`config.mk`:
```
export PLATFORM = sky130hd
export DESIGN_NAME = websocket_frame_deframer
export DESIGN_NICKNAME = d
export VERILOG_FILES = /design/src/rtl/core/wsd_pkg.sv /design/src/rtl/core/wsd_parser.sv /design/src/rtl/core/websocket_frame_deframer.sv
export SDC_FILE = /design/constraint.sdc
export NUM_CORES = 1
export LEC_CHECK = 0
export CAP_MARGIN = 20
export CORE_ASPECT_RATIO = 1.25
export CORE_MARGIN = 5
export CORE_UTILIZATION = 60
export DETAILED_ROUTE_END_ITERATION = 8
export DONT_BUFFER_PORTS = 1
export PLACE_DENSITY = 0.75
export SYNTH_ARGS = -nofsm -noshare
export SYNTH_HDL_FRONTEND = slang
export SYNTH_SLANG_ARGS = --single-unit
```
`constraint.sdc`:
```
create_clock -name clock -period 5.4 [get_ports clock]
set_clock_uncertainty 0.15 [all_clocks]
set_input_delay 0.54 -clock clock [delete_from_list [all_inputs] [get_ports clock]]
set_output_delay 0.54 -clock clock [all_outputs]
set_load 0.05 [all_outputs]
```
`src/rtl/core/wsd_pkg.sv`:
```
`timescale 1ns / 1ps
// ============================================================================
// wsd_pkg
// Shared types and constants of the websocket frame deframer.
// ============================================================================
package wsd_pkg;

   localparam int LENGTH_BITS_DEF = 64;
   localparam int BYTE_W          = 8;
   localparam int OPCODE_W        = 4;
   localparam int PAYLOAD_LEN_W   = 64;
   localparam int CNT_W           = 4;
   localparam int KEY_W           = 32;

   localparam logic [6:0]       LEN7_EXT16   = 7'd126;
   localparam logic [6:0]       LEN7_EXT64   = 7'd127;
   localparam logic [CNT_W-1:0] EXT16_BYTES  = 4'd2;
   localparam logic [CNT_W-1:0] EXT64_BYTES  = 4'd8;
   localparam logic [CNT_W-1:0] KEY_BYTES    = 4'd4;
   localparam logic [CNT_W-1:0] CNT_LAST     = 4'd1;

   typedef enum logic [1:0] {
      KIND_HDR = 2'd0,
      KIND_PAY = 2'd1,
      KIND_ERR = 2'd2
   } wsd_kind_type;

   typedef enum logic [2:0] {
      PH_FIRST   = 3'd0,
      PH_SECOND  = 3'd1,
      PH_EXT     = 3'd2,
      PH_KEY     = 3'd3,
      PH_PAYLOAD = 3'd4,
      PH_DROP    = 3'd5
   } wsd_phase_type;

   typedef struct packed {
      logic [BYTE_W-1:0] in_byte;
      logic              end_of_buffer;
   } wsd_req_type;

   typedef struct packed {
      wsd_kind_type             kind;
      logic                     fin;
      logic [OPCODE_W-1:0]      opcode;
      logic                     masked;
      logic [PAYLOAD_LEN_W-1:0] payload_length;
      logic [BYTE_W-1:0]        out_byte;
      logic                     last;
   } wsd_rsp_type;

   typedef struct packed {
      logic has_rsp;
      logic has_err;
   } wsd_step_type;

   localparam wsd_rsp_type RSP_ERR = '{
      kind:           KIND_ERR,
      fin:            1'b0,
      opcode:         '0,
      masked:         1'b0,
      payload_length: '0,
      out_byte:       '0,
      last:           1'b0
   };

endpackage

```
`src/rtl/core/wsd_parser.sv`:
```
`timescale 1ns / 1ps
// ============================================================================
// wsd_parser
// Frame header parser and payload unmasker: one byte per advance, gives the
// result word of that byte and whether an error word follows it.
// ============================================================================
module wsd_parser #(
   parameter int LENGTH_BITS = wsd_pkg::LENGTH_BITS_DEF
) (
   input  logic                 clock,
   input  logic                 reset,
   input  logic                 advance,
   input  wsd_pkg::wsd_req_type req,
   output wsd_pkg::wsd_step_type step,
   output wsd_pkg::wsd_rsp_type rsp
);
   import wsd_pkg::*;

   localparam logic [LENGTH_BITS-1:0] LEN_MAX = {LENGTH_BITS{1'b1}};

   wsd_phase_type          phase_ff, phase_in;
   logic [CNT_W-1:0]       cnt_ff, cnt_in;
   logic [LENGTH_BITS-1:0] len_ff, len_in;
   logic                   ovf_ff, ovf_in;
   logic [LENGTH_BITS-1:0] idx_ff, idx_in;
   logic [KEY_W-1:0]       key_ff, key_in;
   logic                   fin_ff, fin_in;
   logic                   masked_ff, masked_in;
   logic [OPCODE_W-1:0]    opcode_ff, opcode_in;

   logic [BYTE_W-1:0]      b;
   logic [6:0]             l7;
   logic                   short_len;
   logic                   masked_now;
   logic                   after_len;
   logic                   key_done;
   logic                   finish;
   logic [LENGTH_BITS-1:0] len_shift;
   logic [LENGTH_BITS-1:0] len_src;
   logic                   ovf_src;
   logic [LENGTH_BITS-1:0] len_fin;
   logic                   empty;
   logic [LENGTH_BITS-1:0] idx_inc;
   logic                   pay_last;
   wsd_phase_type          phase_step;

   // shared decode
   always_comb begin
      b          = req.in_byte;
      l7         = b[6:0];
      short_len  = (l7 != LEN7_EXT16) && (l7 != LEN7_EXT64);
      masked_now = (phase_ff == PH_SECOND) ? b[7] : masked_ff;
      len_shift  = {len_ff[LENGTH_BITS-BYTE_W-1:0], b};
      after_len  = ((phase_ff == PH_SECOND) && short_len) ||
                   ((phase_ff == PH_EXT) && (cnt_ff == CNT_LAST));
      key_done   = (phase_ff == PH_KEY) && (cnt_ff == CNT_LAST);
      finish     = (after_len && !masked_now) || key_done;
      len_src    = len_ff;
      ovf_src    = ovf_ff;
      if (phase_ff == PH_SECOND) begin
         len_src = LENGTH_BITS'(l7);
         ovf_src = 1'b0;
      end else if (phase_ff == PH_EXT) begin
         len_src = len_shift;
         ovf_src = ovf_ff | (|len_ff[LENGTH_BITS-1 -: BYTE_W]);
      end
      len_fin  = ovf_src ? LEN_MAX : len_src;
      empty    = (len_fin == '0);
      idx_inc  = idx_ff + 1'b1;
      pay_last = (idx_inc >= len_ff);
   end

   // next state
   always_comb begin
      phase_step = phase_ff;
      cnt_in     = cnt_ff;
      len_in     = len_ff;
      ovf_in     = ovf_ff;
      idx_in     = idx_ff;
      key_in     = key_ff;
      fin_in     = fin_ff;
      masked_in  = masked_ff;
      opcode_in  = opcode_ff;
      unique case (phase_ff)
         PH_FIRST: begin
            fin_in     = b[7];
            opcode_in  = b[OPCODE_W-1:0];
            masked_in  = 1'b0;
            key_in     = '0;
            len_in     = '0;
            ovf_in     = 1'b0;
            idx_in     = '0;
            phase_step = PH_SECOND;
         end
         PH_SECOND: begin
            masked_in = b[7];
            if (l7 == LEN7_EXT16) begin
               cnt_in     = EXT16_BYTES;
               len_in     = '0;
               ovf_in     = 1'b0;
               phase_step = PH_EXT;
            end else if (l7 == LEN7_EXT64) begin
               cnt_in     = EXT64_BYTES;
               len_in     = '0;
               ovf_in     = 1'b0;
               phase_step = PH_EXT;
            end else begin
               len_in = len_src;
               ovf_in = ovf_src;
               if (masked_now) begin
                  cnt_in     = KEY_BYTES;
                  phase_step = PH_KEY;
               end
            end
         end
         PH_EXT: begin
            len_in = len_src;
            ovf_in = ovf_src;
            cnt_in = cnt_ff - 1'b1;
            if (after_len && masked_now) begin
               cnt_in     = KEY_BYTES;
               phase_step = PH_KEY;
            end
         end
         PH_KEY: begin
            key_in = {key_ff[KEY_W-BYTE_W-1:0], b};
            cnt_in = cnt_ff - 1'b1;
         end
         PH_PAYLOAD: begin
            idx_in = idx_inc;
            key_in = {key_ff[KEY_W-BYTE_W-1:0], key_ff[KEY_W-1 -: BYTE_W]};
            if (pay_last) begin
               phase_step = PH_DROP;
            end
         end
         PH_DROP: begin
         end
         default: begin
            phase_step = PH_FIRST;
         end
      endcase
      if (finish) begin
         len_in     = len_fin;
         ovf_in     = 1'b0;
         idx_in     = '0;
         phase_step = empty ? PH_DROP : PH_PAYLOAD;
      end
      phase_in = phase_step;
      if (req.end_of_buffer) begin
         phase_in = PH_FIRST;
         cnt_in   = '0;
      end
   end

   // result word
   always_comb begin
      step.has_rsp = finish || (phase_ff == PH_PAYLOAD);
      step.has_err = req.end_of_buffer && (phase_step != PH_DROP);
      rsp.kind           = KIND_HDR;
      rsp.fin            = fin_ff;
      rsp.opcode         = opcode_ff;
      rsp.masked         = masked_now;
      rsp.payload_length = PAYLOAD_LEN_W'(len_fin);
      rsp.out_byte       = '0;
      rsp.last           = empty;
      if (phase_ff == PH_PAYLOAD) begin
         rsp.kind           = KIND_PAY;
         rsp.payload_length = PAYLOAD_LEN_W'(len_ff);
         rsp.out_byte       = b ^ key_ff[KEY_W-1 -: BYTE_W];
         rsp.last           = pay_last;
      end
   end

   always_ff @(posedge clock) begin
      if (reset) begin
         phase_ff  <= PH_FIRST;
         cnt_ff    <= '0;
         len_ff    <= '0;
         ovf_ff    <= 1'b0;
         idx_ff    <= '0;
         key_ff    <= '0;
         fin_ff    <= 1'b0;
         masked_ff <= 1'b0;
         opcode_ff <= '0;
      end else if (advance) begin
         phase_ff  <= phase_in;
         cnt_ff    <= cnt_in;
         len_ff    <= len_in;
         ovf_ff    <= ovf_in;
         idx_ff    <= idx_in;
         key_ff    <= key_in;
         fin_ff    <= fin_in;
         masked_ff <= masked_in;
         opcode_ff <= opcode_in;
      end
   end

endmodule

```
`src/rtl/core/websocket_frame_deframer.sv`:
```
`timescale 1ns / 1ps
// ============================================================================
// websocket_frame_deframer
// Parses a websocket frame header from a byte stream and unmasks its payload.
// ----------------------------------------------------------------------------
// req channel: one buffer byte per word, end_of_buffer on the last byte.
// rsp channel: header word once the header is complete, one word per payload
//   byte (unmasked, last on the final byte), and an error word when the
//   buffer ends before the frame is complete. Bytes after the payload give
//   no word; each buffer starts a new frame.
// Path: each byte is held in the input register, and its word in the result
//   register, which drives rsp.
// Throughput: one byte per cycle while rsp is not stalled. A byte that
//   yields a word and ends an incomplete frame gives two words and holds
//   the input side while the result register sends the error word.
// Stall: the input register takes one more byte while a word waits on a
//   stalled rsp; then req_stall rises until rsp moves with no error pending.
// Reset: synchronous; clears both valid flags and the pending error, and
//   returns the parser to expecting the first header byte.
// ============================================================================
module websocket_frame_deframer #(
   parameter int LENGTH_BITS = wsd_pkg::LENGTH_BITS_DEF
) (
   input  logic                 clock,
   input  logic                 reset,
   input  logic                 req_valid,
   output logic                 req_stall,
   input  wsd_pkg::wsd_req_type req_data,
   output logic                 rsp_valid,
   input  logic                 rsp_stall,
   output wsd_pkg::wsd_rsp_type rsp_data
);
   import wsd_pkg::*;

   logic         in_valid_ff, in_valid_in;
   wsd_req_type  in_ff;
   logic         out_valid_ff, out_valid_in;
   wsd_rsp_type  out_ff, out_in;
   logic         err_pend_ff, err_pend_in;

   logic         out_free;
   logic         go;
   logic         accept_in;
   wsd_step_type step;
   wsd_rsp_type  step_rsp;

   wsd_parser #(
      .LENGTH_BITS (LENGTH_BITS)
   ) u_parser (
      .clock   (clock),
      .reset   (reset),
      .advance (go),
      .req     (in_ff),
      .step    (step),
      .rsp     (step_rsp)
   );

   assign out_free  = !out_valid_ff || (!rsp_stall && !err_pend_ff);
   assign go        = in_valid_ff && out_free;
   assign req_stall = in_valid_ff && !go;
   assign accept_in = req_valid && !req_stall;

   always_comb begin
      in_valid_in  = in_valid_ff;
      out_valid_in = out_valid_ff;
      out_in       = out_ff;
      err_pend_in  = err_pend_ff;
      if (go) begin
         in_valid_in = 1'b0;
      end
      if (accept_in) begin
         in_valid_in = 1'b1;
      end
      // drain the current word
      if (out_valid_ff && !rsp_stall) begin
         if (err_pend_ff) begin
            out_in      = RSP_ERR;
            err_pend_in = 1'b0;
         end else begin
            out_valid_in = 1'b0;
         end
      end
      if (go) begin
         if (step.has_rsp) begin
            out_valid_in = 1'b1;
            out_in       = step_rsp;
            err_pend_in  = step.has_err;
         end else if (step.has_err) begin
            out_valid_in = 1'b1;
            out_in       = RSP_ERR;
         end
      end
   end

   always_ff @(posedge clock) begin
      if (reset) begin
         in_valid_ff  <= 1'b0;
         out_valid_ff <= 1'b0;
         err_pend_ff  <= 1'b0;
      end else begin
         in_valid_ff  <= in_valid_in;
         out_valid_ff <= out_valid_in;
         err_pend_ff  <= err_pend_in;
      end
   end

   always_ff @(posedge clock) begin
      if (accept_in) begin
         in_ff <= req_data;
      end
      out_ff <= out_in;
   end

   assign rsp_valid = out_valid_ff;
   assign rsp_data  = out_ff;

endmodule
```
==> results.yml <==
logic_synthesis:
  synthAdderAreaFrac: 0.0555
  synth_common_cells: "dfxtp_1 (258), a21oi_1 (249), nand2_1 (242)"
  ys_seq_area_frac: 0.360
  syn_area_mm2: 0.0151
  yosys.area_share.simple: 0.208
  synth_top_area_frac: 0.342
  synth_top_area_cell: "dfxtp_1"
  ys_top_cells_by_area: "dfxtp_1 (34%), a21oi_1 (8.3%), nand2_1 (6.0%)"
  synth_most_common_cell: "dfxtp_1"
  synthDistinctLibCells: 70
  ys_async_sr_fraction: 0
  synth_xor_xnor_area_share: 0.0412
  ys.flop_type: "dfxtp_1"
  syn-num-nets: 2046
  synth_enable_flop_cells: 9
  synth_top_family_by_area: "compound AO/OA/AOI/OAI gates"
  netlist_instances: 1966
  synth_warnings: 0
  synthMuxAreaShare: 0.00282
  synth_compound_area_frac: 0.275
  ys_ff_latch: 267
  synth.avg_cell_area_um2: 7.68
detailed_routing:
  drt-initial-drc-count: 1645
  wl_per_cell_um: 21.3
  first_pass_iters: 7
  drtAntennaViolNets: 0
  drcViolationCount: 0
  wl_mm: 47.9
  vias: 15048
  viasPerCell: 6.70
setup_path:
  crit_path_top_delay_cell: "or4_1"
  crit_path_max_fanout: 9
  cp.arrival_ns: 5.10
  cp.required_ns: 5.70
  crit_family: "simple AND/OR/NAND/NOR gates"
  cp-end-kind: "register"
  critical_path_class: "register to register"
  path_buf_inv: 0
  start_kind: "register"
  slowest_delay_ns: 0.56
  cp_cell_sequence: "ha_1, nand3_1, or4_1, nor2_1, nand3_1, nor2_2, and3_1, xor2_1, ha_1, nand4_1, nor3_1, nand4_1, nor2_1, o22ai_1, a21oi_1, nor3b_1, a31o_1"
finish:
  design_area_mm2: 0.0163
  fin_cells: 2245
  area_delta_synth_final_pct: 7.90
  nNetsFinal: 1969
  num_antenna_cells: 0
  layout-drive-gt1-share: 0.0576
placed_design:
  dp_cells: 2182
  preCtsSetupSlack_ns: 0.673
  placed_area_mm2: 0.0152
  hpwlAfterDp_mm: 32.7
  routabilityCongestion: 1.00
  portBuffers: 0
cts:
  clkLatencyLatePin_ns: 0.56
  cts_buffer_depth: 3
  cts-root-buf: "clkbuf_16"
  cts_resized: 0
  htreeDepth: 1
  clock_sinks: 267
  cts.clk_slew.worst_paths_ns: 0.06
  tritoncts: "yes"
  numCtsBuffers: 28
timing:
  final.min_clock_period_ns: 4.80
  worst_slack_ns: 0.601
  finalHoldViolCount: 0
  rsz0062_at_grt: "false"
  setup_viol: 0
  period_share: 0.889
  max_freq_mhz: 208
  slew_headroom: 0.316
  max_slew.worst_pin.slew_ns: 1.02
  tns_ns: 0
  slew_violations: 0
die:
  core_mm2: 0.0250
  start_util: 0.603
  die_y_um: 187
  dieArea_mm2: 0.0285
  rows: 65
  pin_count: 96
  fp.dieW_um: 152
min_path:
  hp-class: "input pin to register"
global_route:
  grt_overflow: 0
  grt_pass1_wl_mm: 75.9
  antenna_found_initial: 1
  first_global_vias: 13762
  grt_max_degree: 160
  grt_util_all_layers: 0.319
power_and_ir_drop:
  p_leak_uw: 0.00590
  p_per_area_mw_per_mm2: 283
  vdd_drop_max_v: 0.000205
status:
  status: "finished, final reports clean"
flow_run:
  maxCapViolCount: 0
==> layout by cell type (no fill, tap or decap), drive strengths merged, types with 5 or more instances in the layout <==
cell and count:
nor2 157, nor3 41, inv 76, or4 8, a2bb2oi 22, nor3b 19, xnor2 44, clkinv 5
nand2 242, xor2 27, dlygate4sd3 10, nand4 27, o21ai 186, buf 30, a21oi 249, a22o 13
o31ai 11, nor2b 7, a221oi 38, nor4 17, clkbuf 40, dfxtp 258, nand3 71, a211oi 85
ha 67, o211ai 6, a22oi 21, and3 13, edfxtp 9, a21o 16, nand2b 10, nand3b 9
or3 14
==> per-layer routing <==
layer  vias up  global-route usage  routed length [um]
li1       6972                   -                   -
met1      6971               0.418               18700
met2       893               0.496               21100
met3       210              0.0671                4920
met4         2               0.167                3080
met5         -                   0                  11
==> where the power goes <==
| part | switching [uW] | leakage [uW] | internal (uW) |
|---|---|---|---|
| sequential | 150 | 0.00218 | 2040 |
| clock | 831 | 0.000453 | 1160 |
| combinational | 292 | 0.00326 | 146 |
| total | 1270 | 0.00590 | 3340 |
==> final cells by class <==
class,instances,area [um^2]
clock buffer,40,786
multi-input combinational,1477,8850
timing repair buffer,40,360
inverter,75,282
fill,2233,8760
clock inverter,11,154
sequential,267,5440
tap,335,419
==> metrics by stage <==
stage / utilization / hold slack [ns] / total power (uW)
after CTS: 0.650 / 0.00313 / 4610
final: 0.650 / 0.0168 / 4620
after detailed placement: 0.607 / 0.289 / 2620
after global routing: 0.650 / 0.0336 / 4760
after floorplan: - / 0.282 / 2500
after global placement: 0.606 / 0.284 / 2610
==> kinds of logic (layout without fill, tap and decap cells) <==
family / after synthesis / count (layout)
flops: 267 / 267
fa+ha+maj: 67 / 67
simple gates: 654 / 654
xor+xnor: 71 / 71
compound gates: 681 / 681
mux: 4 / 4
buf+inv: 222 / 166
==> worst reg2reg max path, stage by stage (launching register included) <==
cell and delay, ns:
dfxtp_1 0.45, ha_1 0.30, nand3_1 0.18, or4_1 0.56, nor2_1 0.27, nand3_1 0.21
nor2_2 0.35, and3_1 0.27, xor2_1 0.09, ha_1 0.31, nand4_1 0.12, nor3_1 0.29
nand4_1 0.16, nor2_1 0.25, o22ai_1 0.22, a21oi_1 0.22, nor3b_1 0.11, a31o_1 0.20
==> flip-flops by register name (all words and copies together) (netlist names) <==
| register | flops |
|---|---|
| u_parser.idx_ff | 64 |
| u_parser.fin_ff | 1 |
| u_parser.masked_ff | 1 |
| u_parser.phase_ff | 3 |
| in_ff | 9 |
| rsp_data | 81 |
| in_valid_ff | 1 |
| rsp_valid | 1 |
| u_parser.key_ff | 32 |
| u_parser.len_ff | 64 |
| u_parser.opcode_ff | 4 |
| u_parser.ovf_ff | 1 |
| u_parser.cnt_ff | 4 |
| err_pend_ff | 1 |
==> path summary, 6_finish.rpt <==
check | from | to | slack (ns) | cells after the start
max reg2reg | u_parser.idx_ff[0] | rsp_data[80] | 0.60 | 17
min reg2reg | u_parser.key_ff[19] | u_parser.key_ff[19] | 0.30 | 2
min | reset | u_parser.phase_ff[0] | 0.02 | 2
max | u_parser.idx_ff[0] | rsp_data[80] | 0.60 | 17
==> timing repair <==
item / 4_1_cts / 5_1_grt
endpoints found under the hold margin: 168 / 0
buffers inserted: 0 / 0
hold buffers: 11 / 0
(Power assumes the default switching activity.)
